--- src/hw/rtl/tdpt_pkg.sv ---
// Shared types and constants for the trial division prime test.
// Holds the datapath widths, micro-op and condition codes, step labels
// and the control word and status structs. No dependencies.
`default_nettype none

package tdpt_pkg;

    // Datapath widths
    localparam int NUMBER_BITS = 31;
    localparam int DIV_BITS    = (NUMBER_BITS + 1) / 2 + 1;   // holds floor(sqrt(max)) + 1
    localparam int SQ_BITS     = NUMBER_BITS + 2;             // divisor squared, one step past
    localparam int REM_BITS    = DIV_BITS + 1;                // partial remainder after shift
    localparam int CNT_BITS    = $clog2(NUMBER_BITS + 1);     // remainder bit counter

    // Micro-ops
    localparam int OP_BITS = 3;
    localparam logic [OP_BITS-1:0] OP_NOP       = 3'd0;
    localparam logic [OP_BITS-1:0] OP_LOAD      = 3'd1;
    localparam logic [OP_BITS-1:0] OP_REM_START = 3'd2;
    localparam logic [OP_BITS-1:0] OP_REM_STEP  = 3'd3;
    localparam logic [OP_BITS-1:0] OP_INC       = 3'd4;
    localparam logic [OP_BITS-1:0] OP_CLR       = 3'd5;
    localparam logic [OP_BITS-1:0] OP_SET       = 3'd6;
    localparam logic [OP_BITS-1:0] OP_EMIT      = 3'd7;

    // Jump conditions
    localparam int COND_BITS = 3;
    localparam logic [COND_BITS-1:0] C_NEVER    = 3'd0;
    localparam logic [COND_BITS-1:0] C_ALWAYS   = 3'd1;
    localparam logic [COND_BITS-1:0] C_IN_IDLE  = 3'd2;
    localparam logic [COND_BITS-1:0] C_N_LT2    = 3'd3;
    localparam logic [COND_BITS-1:0] C_SQ_GT_N  = 3'd4;
    localparam logic [COND_BITS-1:0] C_NOT_LAST = 3'd5;
    localparam logic [COND_BITS-1:0] C_REM_NZ   = 3'd6;
    localparam logic [COND_BITS-1:0] C_OUT_BUSY = 3'd7;

    // Program steps
    localparam int PC_BITS = 4;
    localparam logic [PC_BITS-1:0] STEP_WAIT  = 4'd0;
    localparam logic [PC_BITS-1:0] STEP_SMALL = 4'd1;
    localparam logic [PC_BITS-1:0] STEP_TRY   = 4'd2;
    localparam logic [PC_BITS-1:0] STEP_DIV   = 4'd3;
    localparam logic [PC_BITS-1:0] STEP_NEXT  = 4'd4;
    localparam logic [PC_BITS-1:0] STEP_FAIL  = 4'd5;
    localparam logic [PC_BITS-1:0] STEP_PASS  = 4'd6;
    localparam logic [PC_BITS-1:0] STEP_EMIT  = 4'd7;
    localparam logic [PC_BITS-1:0] STEP_BACK  = 4'd8;

    typedef struct packed {
        logic [OP_BITS-1:0]   op;
        logic [COND_BITS-1:0] cond;
        logic [PC_BITS-1:0]   target;
    } ctrl_word_t;

    typedef struct packed {
        logic item_valid;
        logic n_lt2;
        logic sq_gt_n;
        logic not_last;
        logic rem_nz;
        logic out_busy;
    } status_t;

endpackage

`default_nettype wire

--- src/hw/rtl/tdpt_datapath.sv ---
// Datapath of the prime test: number, divisor, running square, a
// bit-serial remainder unit, verdict and result register.
// Depends on tdpt_pkg for widths, op codes and the shared structs.
`default_nettype none

module tdpt_datapath (
    input  wire logic                              clk,
    input  wire logic                              rst_n,
    input  wire tdpt_pkg::ctrl_word_t              ctrl,
    input  wire logic                              item_valid,
    input  wire logic [tdpt_pkg::NUMBER_BITS-1:0]  number,
    output logic                                   item_ready,
    output logic                                   result_valid,
    input  wire logic                              result_ready,
    output logic                                   is_prime,
    output tdpt_pkg::status_t                      status
);

    localparam int NB = tdpt_pkg::NUMBER_BITS;
    localparam int DW = tdpt_pkg::DIV_BITS;
    localparam int SW = tdpt_pkg::SQ_BITS;
    localparam int RW = tdpt_pkg::REM_BITS;
    localparam int CW = tdpt_pkg::CNT_BITS;

    logic [NB-1:0] n_reg;
    logic [DW-1:0] div_reg;
    logic [SW-1:0] sq_reg;
    logic [RW-1:0] rem_reg;
    logic [NB-1:0] shf_reg;
    logic [CW-1:0] cnt_reg;
    logic          verdict_reg;
    logic          result_valid_reg;
    logic          is_prime_reg;

    logic [RW-1:0] rem_trial;
    logic [RW-1:0] rem_next;
    logic          out_busy;
    logic          load;

    assign item_ready = (ctrl.op == tdpt_pkg::OP_LOAD);
    assign load       = item_ready && item_valid;
    assign out_busy   = result_valid_reg && !result_ready;

    // One restoring step: bring in the next number bit, subtract if it fits
    assign rem_trial = {rem_reg[DW-1:0], shf_reg[NB-1]};
    assign rem_next  = (rem_trial >= {1'b0, div_reg}) ? rem_trial - {1'b0, div_reg}
                                                      : rem_trial;

    // Working registers
    always_ff @(posedge clk)
    begin
        case (ctrl.op)
            tdpt_pkg::OP_LOAD:
            begin
                if (item_valid)
                begin
                    n_reg   <= number;
                    div_reg <= DW'(2);
                    sq_reg  <= SW'(4);
                end
            end
            tdpt_pkg::OP_REM_START:
            begin
                rem_reg <= '0;
                shf_reg <= n_reg;
                cnt_reg <= CW'(NB);
            end
            tdpt_pkg::OP_REM_STEP:
            begin
                rem_reg <= rem_next;
                shf_reg <= shf_reg << 1;
                cnt_reg <= cnt_reg - CW'(1);
            end
            tdpt_pkg::OP_INC:
            begin
                // (d+1)^2 = d^2 + 2d + 1
                div_reg <= div_reg + DW'(1);
                sq_reg  <= sq_reg + SW'({div_reg, 1'b1});
            end
            tdpt_pkg::OP_CLR:  verdict_reg <= 1'b0;
            tdpt_pkg::OP_SET:  verdict_reg <= 1'b1;
            default:
            begin
            end
        endcase
    end

    // Result register
    always_ff @(posedge clk or negedge rst_n)
    begin
        if (!rst_n)
        begin
            result_valid_reg <= 1'b0;
        end
        else if (ctrl.op == tdpt_pkg::OP_EMIT && !out_busy)
        begin
            result_valid_reg <= 1'b1;
        end
        else if (result_ready)
        begin
            result_valid_reg <= 1'b0;
        end
    end

    always_ff @(posedge clk)
    begin
        if (ctrl.op == tdpt_pkg::OP_EMIT && !out_busy)
        begin
            is_prime_reg <= verdict_reg;
        end
    end

    assign result_valid = result_valid_reg;
    assign is_prime     = is_prime_reg;

    // Status flags for the sequencer
    assign status.item_valid = item_valid;
    assign status.n_lt2      = (n_reg < NB'(2));
    assign status.sq_gt_n    = (sq_reg > SW'(n_reg));
    assign status.not_last   = (cnt_reg != CW'(1));
    assign status.rem_nz     = (rem_reg != '0);
    assign status.out_busy   = out_busy;

    // Checks
    a_load_init: assert property (@(posedge clk) disable iff (!rst_n)
        load |=> (div_reg == DW'(2)) && (sq_reg == SW'(4)))
        else $error("divisor or square not initialised on load");

    a_rem_bound: assert property (@(posedge clk) disable iff (!rst_n)
        (ctrl.op == tdpt_pkg::OP_REM_STEP) |=> (rem_reg < {1'b0, div_reg}))
        else $error("partial remainder not below divisor");

    a_emit: assert property (@(posedge clk) disable iff (!rst_n)
        (ctrl.op == tdpt_pkg::OP_EMIT && !out_busy) |=>
            result_valid_reg && (is_prime_reg == $past(verdict_reg)))
        else $error("verdict not moved to result register");

    a_no_load_busy: assert property (@(posedge clk) disable iff (!rst_n)
        (ctrl.op == tdpt_pkg::OP_REM_STEP) |-> !item_ready)
        else $error("input open during remainder");

endmodule

`default_nettype wire

--- config.mk ---
export PLATFORM = sky130hd
export DESIGN_NAME = tdpt_datapath
export DESIGN_NICKNAME = d
export VERILOG_FILES = /design/src/hw/rtl/tdpt_pkg.sv /design/src/hw/rtl/tdpt_datapath.sv
export SDC_FILE = /design/constraint.sdc
export NUM_CORES = 1
export LEC_CHECK = 0
export ABC_AREA = 1
export BUFFER_PORTS_ARGS = -buffer_cell sky130_fd_sc_hd__buf_2
export CAP_MARGIN = 40
export CORE_ASPECT_RATIO = 1.5
export CORE_MARGIN = 3
export CORE_UTILIZATION = 50
export DETAILED_ROUTE_END_ITERATION = 10
export GPL_ROUTABILITY_DRIVEN = 0
export MAX_ROUTING_LAYER = met4
export PLACE_DENSITY = 0.76
export SETUP_SLACK_MARGIN = 0.3
export SYNTH_ARGS = -nofsm -noshare
export SYNTH_HDL_FRONTEND = slang
export SYNTH_SLANG_ARGS = --single-unit
export TNS_END_PERCENT = 1
--- constraint.sdc ---
create_clock -name clk -period 6.2 [get_ports clk]
set_input_delay 1.55 -clock clk [delete_from_list [all_inputs] [get_ports clk]]
set_output_delay 1.55 -clock clk [all_outputs]
set_load 0.01 [all_outputs]
# Word-level counts from Yosys, hierarchy flattened
# Cells that the tools add are included.
dict set report totals {
  regBits 138
  elab_cells 47
  output_inout_bits 9
  inputBits 45
}
dict set report op_classes {
  n_reduce_logical 11
  n_lt_le_gt_ge 3
  n_eq_ne 9
  n_addsub 4
  muxes 11
}
# operator n
set op_table {}
lappend op_table {{33-bit case mux with 2 select lines} 1}
lappend op_table {{31-bit case mux with 2 select lines} 1}
lappend op_table {{18-bit case mux with 2 select lines} 1}
lappend op_table {{17-bit case mux with 2 select lines} 1}
lappend op_table {{33-bit by 18-bit adder with 33-bit output} 1}
lappend op_table {{33-bit by 31-bit greater-than comparator with 1-bit output} 1}
lappend op_table {{33-bit two-way mux} 1}
lappend op_table {{31-bit by 2-bit < comparator with 1-bit output, second input constant} 1}
lappend op_table {{18-bit by 17-bit greater-or-equal comparator with 1-bit output} 1}
lappend op_table {{18-bit two-way mux} 1}
lappend op_table {{18-bit nonzero test} 1}
lappend op_table {{18-bit by 17-bit subtractor with 18-bit output} 1}
lappend op_table {{17-bit by 1-bit adder with 17-bit output, second input constant} 1}
lappend op_table {{17-bit two-way mux} 1}
lappend op_table {{3-bit == test, second input constant} 4}
lappend op_table {{5-bit case mux with 2 select lines} 1}
lappend op_table {{2-bit nonzero test} 4}
lappend op_table {{3-bit by 2-bit == test with 1-bit output, second input constant} 2}
lappend op_table {{5-bit by 1-bit != test with 1-bit output, second input constant} 1}
lappend op_table {{5-bit by 1-bit subtractor with 5-bit output, second input constant} 1}
lappend op_table {{2-bit AND reduction} 2}
lappend op_table {{3-bit by 1-bit == test with 1-bit output, second input constant} 1}
lappend op_table {{1-bit logical AND} 2}
lappend op_table {{1-bit zero test} 2}
lappend op_table {{other kinds (3)} 4}

# Depth between registers and ports, before layout
# Gate-level depths: netlist (run 1).
dict set report depth {
  ltp_word 5
  depth_mapped 15
  depth_no_buf 15
}

# Least setup slack after synthesis (run 1)
# Ideal clock, no wire load.
dict set report synth_path {
  path_type {input -> register}
  start {in ctrl[8] (netlist bit)}
  end {reg div_reg[0], enable pin}
  stages 4
  n_path_buf 0
  t_arrival_ps 5014
  required_ps 5814
  slack_ps 800
  setup_ps 386
  cell_sequence {inv_1 > nand2_1 > nor3b_1 > or2_2}
}
dict set report synth_between {
  elab_chain_cells 3
  word_cells_on_any_way 5
  classes_between {eq/ne: 3; reduce/logical: 2}
}
# item line_no
set synth_lines {}
lappend synth_lines {{start: declaration} tdpt_datapath.sv:9} ;# input wire tdpt_pkg::ctrl_word_t ctrl,
lappend synth_lines {{3-bit by 1-bit == test with 1-bit output or 3-bit == test (tied branches)} tdpt_datapath.sv:52} ;# case (ctrl.op)
lappend synth_lines {{2-bit != test (no source line) or 2-bit nonzero test (tied branches)} n/a}
lappend synth_lines {{2-bit AND reduction (no source line) *} n/a}
lappend synth_lines {{end signal: assignment} tdpt_datapath.sv:77} ;# div_reg <= div_reg + DW'(1);
lappend synth_lines {{end: declaration} tdpt_datapath.sv:26} ;# logic [DW-1:0] div_reg;
# Mark *: on every way between the ends. The rest lies on a longest branch, timed or not.
# A chain may end at the register's enable or synchronous reset.

==> impl_results.md, run 1 <==
* Wire length of the first global-routing pass at roughly 36000 um
* Post-route DRC at 0
* Power Dens Cells at between 200 and 250 nW/um2
* Hold Buf Count CTS at 0
* Worst min path class: flop to flop
* Post-synth top flop: edfxtp_1
* Post-cts resize count at 0
* F_max at roughly 0.26 GHz
* Most frequent cells in the layout: nand2_1 (376), inv_1 (187), edfxtp_1 (137), nor2_1 (131), ha_1 (68)
* Sink Count at about 140
* Synth area leaders: edfxtp_1 (44%), nand2_1 (15%), ha_1 (9.1%)
* Synth cell types at 40
* Fin Hold WS at roughly 0.43 ns
* Worst-path clk slew at around 0.060 ns
* Worst Max-Slew Pin Slew at about 0.66 ns
* Placed wire-length estimate at between 15000 and 20000 um
* Top cell type's share of synthesized area at 0.441
* Setup violators final at 0
* Die span in x at between 100 and 150 um
* WL final at 21600 um
* Via count at between 7000 and 8000
* RSZ-0062 raised after global routing: no
* WL/cell at approximately 14 um
* IO Pins at between 50 and 60
* FF+latch count, synth at 138
* Max reg flops at 33
* CTS tree: done
* Startpoint types: flop
* Gr usage total at 0.223
* Largest net degree at the start of global routing at 77
* Via density at roughly 5.2
* ANT cells at 0
* Die Y at 173 um
* Status: finished, final reports clean
* Final antenna-violating net count at 0
* Synth Net Count at between 1000 and 1500
* Crit path DAT at approximately 2.3 ns
* Core area at between 15000 and 20000 um2
* Seq/Total Area, Yosys at 0.443
* Initial antenna violation count at 0
* Vias in the first global route at about 7800
* Site Rows at 60
* Leak pwr at ~0.0048 uW
* H-tree level count at 4
* Clock latency at the later pin of the worst-skew pair at around 0.44 ns
* Starting density of the core at 0.514
* Ys Warns at 0
* Final Core Density at 0.573
* CP required at roughly 4.7 ns
* Setup CP Type: flop to output port
* Post-Syn Area at a little over 9000 um2
* Syn Inst Count at 1200
* FFs w/ async S/R, synth at 0.00725
* Peak VDD IR at about 160 uV
* Slew HR at 0.560
* Clock Path Buffers at 2
* GRT overflow at 0
* Final worst path period share at 0.623
* Initial DRT Pass Iterations at 5
* Syn_area_per_cell at approximately 7.8 um2
* Hold violation total from the final report at 0
* Synth-to-Final Area Change at 11.6%
* Total Neg Setup Slack at 0 ns
* EDFF count, synth at around 140
* Total Power at 2410 uW
* CP max FO at 6
* Cells after DPL at 1482
* Die area at about 20000 um2
* Max_cap viols at 0
* Setup bufs post-CTS at 0
* Final cell count without fillers at about 1500
* Total CTS buffers at 17
* Commonest non-fill, non-tap cell in the layout: nand2_1
* Post-synth top area cell: edfxtp_1
* Critical Path End Type: output port
* Fin nets at around 1400
* Port bufs at 46
* Final slew viol count at 0
* Initial drt markers at just over 500
* Layout cells sized above 1 at 0.0924
* Crit path time final at just under 4 ns
* Skew final at roughly 0.011 ns
* Cell at the root of the clock tree: clkbuf_16
## routing by layer
layer,vias up,GRT usage,routed length (um)
met3,80,0.0294,627
met5,-,-,0
met1,3555,0.225,8380
met4,0,0.141,1200
li1,4023,-,-
met2,193,0.404,11400
## power breakdown
part,leakage [uW],internal (uW),switching (uW)
Clock,0.000280,566,444
Sequential,0.00129,1070,28.8
Combinational,0.00325,104,201
## worst max-delay path: stages, from the launching register on
cell      delay, ns
edfxtp_1       0.49
ha_1           0.33
nand2_1        0.08
inv_1          0.05
o21bai_1       0.15
nand2_1        0.07
nand2_1        0.09
nand2_1        0.07
a21oi_1        0.20
nand3_1        0.10
nand2_1        0.09
inv_1          0.04
buf_2          0.13
## cells in the mapped netlist, types with 2 or more instances
master / n
and2_1: 3
or2_2: 6
o21bai_1: 3
buf_4: 2
xnor2_1: 5
nor2_2: 10
clkbuf_1: 6
inv_2: 4
ha_1: 68
buf_2: 6
o21bai_2: 5
xor2_1: 3
nand3_1: 48
nor3_1: 20
nand4_1: 12
buf_6: 2
nand2_1: 377
a21oi_1: 64
nand2_2: 2
o21ai_0: 59
o21a_1: 3
nor4_1: 12
nand3b_1: 9
inv_1: 187
nor2_1: 132
fa_1: 2
edfxtp_1: 137
## through the flow
step | area, um2 | worst slack [ns]
after floorplan | 9330 | 0.800
after global placement | 9820 | 2.55
after detailed placement | 9840 | 2.52
after CTS | 10400 | 2.34
after global routing | 10400 | 2.19
final | 10400 | 2.34
## worst paths after layout
check | from | slack, ns | cells after the start | endpoint
max reg2reg | div_reg[9]$_SDFFCE_PN0P_ | 3.63 | 12 | rem_reg[16]$_SDFFCE_PN0P_
min | verdict_reg$_DFFE_PP_ | 0.43 | 0 | is_prime$_DFFE_PP_
max | sq_reg[18]$_SDFFCE_PN0P_ | 2.34 | 12 | status[3]
min in group asynchronous | rst_n | 0.88 | 1 | result_valid$_DFFE_PN0P_
max in group asynchronous | rst_n | 5.24 | 1 | result_valid$_DFFE_PN0P_
min reg2reg | verdict_reg$_DFFE_PP_ | 0.43 | 0 | is_prime$_DFFE_PP_
## cells by family after synthesis
family	count (synthesis)	synth area share
flops	138	0.443
compound gates	140	0.0814
buf+inv	209	0.0885
xor+xnor	8	0.00751
fa+ha+maj	70	0.0955
simple gates	635	0.284
## layout make-up
type                    instances  area (um2)
clock inverters                15         151
multi-input cells             853        4380
fillers                      1666        7750
flip-flops and latches        138        4140
well taps                     248         310
inverters                     191         717
repair buffers                 52         288
clock buffers                  17         425
Power figures use the tool's default switching activity.
==> inputs of run 2 (changes only) <==
- PLACE_DENSITY: 0.76 -> 0.79
- clock period: 6.2 -> 3.2 ns (I/O delays scaled with it)
==> run 2 against run 1 <==
  * Total power up 98%
  * Global-route usage down 0.40 points
  * Register-to-register slack lost 3.0 ns
  * Non-clock buffer count increased by 14
  * Clock skew shrank 0.0017 ns
  * Flip-flop and latch count stayed put
  * Clock-buffer cell count is the same
  * Setup slack got worse by 2.1 ns
  * Clock power is 100% higher
  * Critical path type unchanged
  * Largest power group unchanged
==> impl_results.md, run 2 (synthesis results as in run 1) <==
* Power Dens Cells at 451 nW/um2 (+94%)
* Sink Count at 138 (unchanged)
* Critical Path Max Stage Delay at 0.50 ns (about the same)
* Slew HR at 0.549 (-0.0115)
* Filler cell count at 1628 (-2.3%)
* WL/cell at 14.3 um (+0.38%)
* Start point of the critical path: sq_reg[19]$_SDFFCE_PN0P_
* Most frequent cells in the layout: nand2_1 (374), inv_1 (185), edfxtp_1 (137), nor2_1 (128), ha_1 (67)
* Via density at 5.20 (+0.22%)
* Setup violators final at 0 (unchanged)
* Total CTS buffers at 17 (unchanged)
* Largest net degree at the start of global routing at 77 (unchanged)
* Reg2reg start: div_reg[9]$_SDFFCE_PN0P_
* GRT overflow at 0 (unchanged)
* P_sw at 1310 uW (+94%)
* Hold Buf Count CTS at 0 (unchanged)
* Clock Path Buffers at 2 (unchanged)
* Final slew viol count at 0 (unchanged)
* Initial drt markers at 454 (-12%)
* Leak pwr at 0.00491 uW (+1.9%)
* Critical Path End Type: output port
* IO Pins at 54 (unchanged)
* Clock latency at the later pin of the worst-skew pair at 0.43 ns (about the same)
* CP Cell Sequence: ha_1 > nand2_1 > o21bai_1 > nand2_1 > nand2_1 > nand2_1 > a21oi_2 > nand3_1 > nand2_1 > inv_1 > buf_2
* ANT cells at 0 (unchanged)
* Switching share of power at 0.274 (-0.00531)
* Port bufs at 46 (unchanged)
* Hold violation total from the final report at 0 (unchanged)
* Skew final at 0.00954 ns (-0.00173 ns)
* Peak VDD IR at 312 uV (+91%)
* Worst-path clk slew at 0.07 ns (about the same)
* Post-route DRC at 0 (unchanged)
* CTS tree: done
* Die Y at 173 um (unchanged)
* F_max at between 0.3 and 0.4 GHz
* Sequential Area at 4140 um2 (unchanged)
* Synth-to-Final Area Change at 13.6%
* Gr usage total at 0.219 (-0.00405)
* CP max FO at 4 (-2)
* WP buf/inv at 2 (-1)
* Initial DRT Pass Iterations at 6 (+1)
* Wire length of the first global-routing pass at 35300 um (-1.2%)
* Fin nets at 1382 (+1.0%)
* Die span in x at 118 um (unchanged)
* Setup CP Type: flop to output port
* Cell Int Power at 3470 uW (+99%)
* Max_cap viols at 0 (unchanged)
* CP required at 2.40 ns (-2.25 ns)
* Worst Max-Slew Pin Slew at 0.676 ns (+0.0172 ns)
* Starting density of the core at 0.514 (unchanged)
* Final antenna-violating net count at 0 (unchanged)
* Final worst path period share at 0.924
* Clock share of power at 0.427 (+0.009)
* Commonest non-fill, non-tap cell in the layout: nand2_1
* Final Core Density at 0.583 (+0.0101)
* Total Neg Setup Slack at 0 ns (unchanged)
* Placed wire-length estimate at 16300 um (-0.10%)
* Vias in the first global route at 7595 (-2.6%)
* Worst min path class: input pin to asynchronous set/reset pin
* Core area at 18200 um2 (unchanged)
* Multi-input logic area at 4430 um2 (+0.97%)
* Cell mode on critical path: nand2_1
* Via count at 7941 (+1.1%)
* Crit path time final at ~3.0 ns
* Sequential Power Share at 0.446 (-0.010)
* Cell at the root of the clock tree: clkbuf_16
* Startpoint types: flop
* H-tree level count at 4 (unchanged)
* Initial antenna violation count at 0 (unchanged)
* Layout cells sized above 1 at 0.109 (+0.0162)
* Critical-path top delay cell: edfxtp_1
* RSZ-0062 raised after global routing: yes
* Status: finished, final reports clean
* Die area at 20400 um2 (unchanged)
* Post-route design area at 10600 um2 (+1.8%)
* WL final at 21800 um (+1.3%)
* Total Power at 4780 uW (+98%)
* Crit path DAT at 2.16 ns (-0.15 ns)
* Crit path max-delay family: flip-flops
* Site Rows at 60 (unchanged)
* Max reg flops at 33 (unchanged)
* Combinational Power Share at 0.128 (+0.002)
* DP Area at 9860 um2 (+0.22%)
[run 2: power groups by stage]
| stage | combinational, uW | sequential (uW) | clock [uW] |
|---|---|---|---|
| after global routing | 695 | 2130 | 2130 |
| after floorplan | 440 | 2150 | 0 |
| after detailed placement | 583 | 2170 | 0 |
| after global placement | 566 | 2170 | 0 |
| final | 610 | 2130 | 2040 |
| after CTS | 596 | 2130 | 2060 |
[run 2: repair_timing]
action	CTS	global route
buffers inserted	5	9
setup endpoints to repair	1	1
pin swaps	9	7
gates resized for setup	2	8
[run 2: metrics by stage]
step,setup slack (ns),std cells,hold WS [ns]
global placement,0.651,1482,0.419
CTS,0.245,1519,0.118
floorplan,0.340,1200,0.400
detailed placement,0.616,1482,0.422
global route,0.0536,1528,0.118
finish,0.244,1528,0.128
[run 2: path summary, 6_finish.rpt]
kind,to,slack (ns),cells after the start
max,status[3],0.24,11
min,result_valid$_DFFE_PN0P_,0.13,1
max reg2reg,rem_reg[16]$_SDFFCE_PN0P_,0.66,12
min reg2reg,is_prime$_DFFE_PP_,0.43,0
max in group asynchronous,result_valid$_DFFE_PN0P_,2.99,1
min in group clk,is_prime$_DFFE_PP_,0.43,0
[run 2: metal layers]
metal | part of all wire | track usage | wire length [um] | vias to the layer above
met3 | 0.025 | 0.0323 | 555 | 61
met4 | 0.039 | 0.103 | 859 | 0
li1 | - | - | - | 4052
met2 | 0.54 | 0.400 | 11800 | 158
met1 | 0.40 | 0.231 | 8640 | 3670
met5 | 0 | - | 0 | -
[run 2: final cells by class]
class	count	share of cell area
clock buffer	17	0.0401
clock inverter	15	0.0165
inverter	191	0.0677
multi-input combinational	853	0.418
sequential	138	0.391
tap	248	0.0293
timing repair buffer	66	0.0383
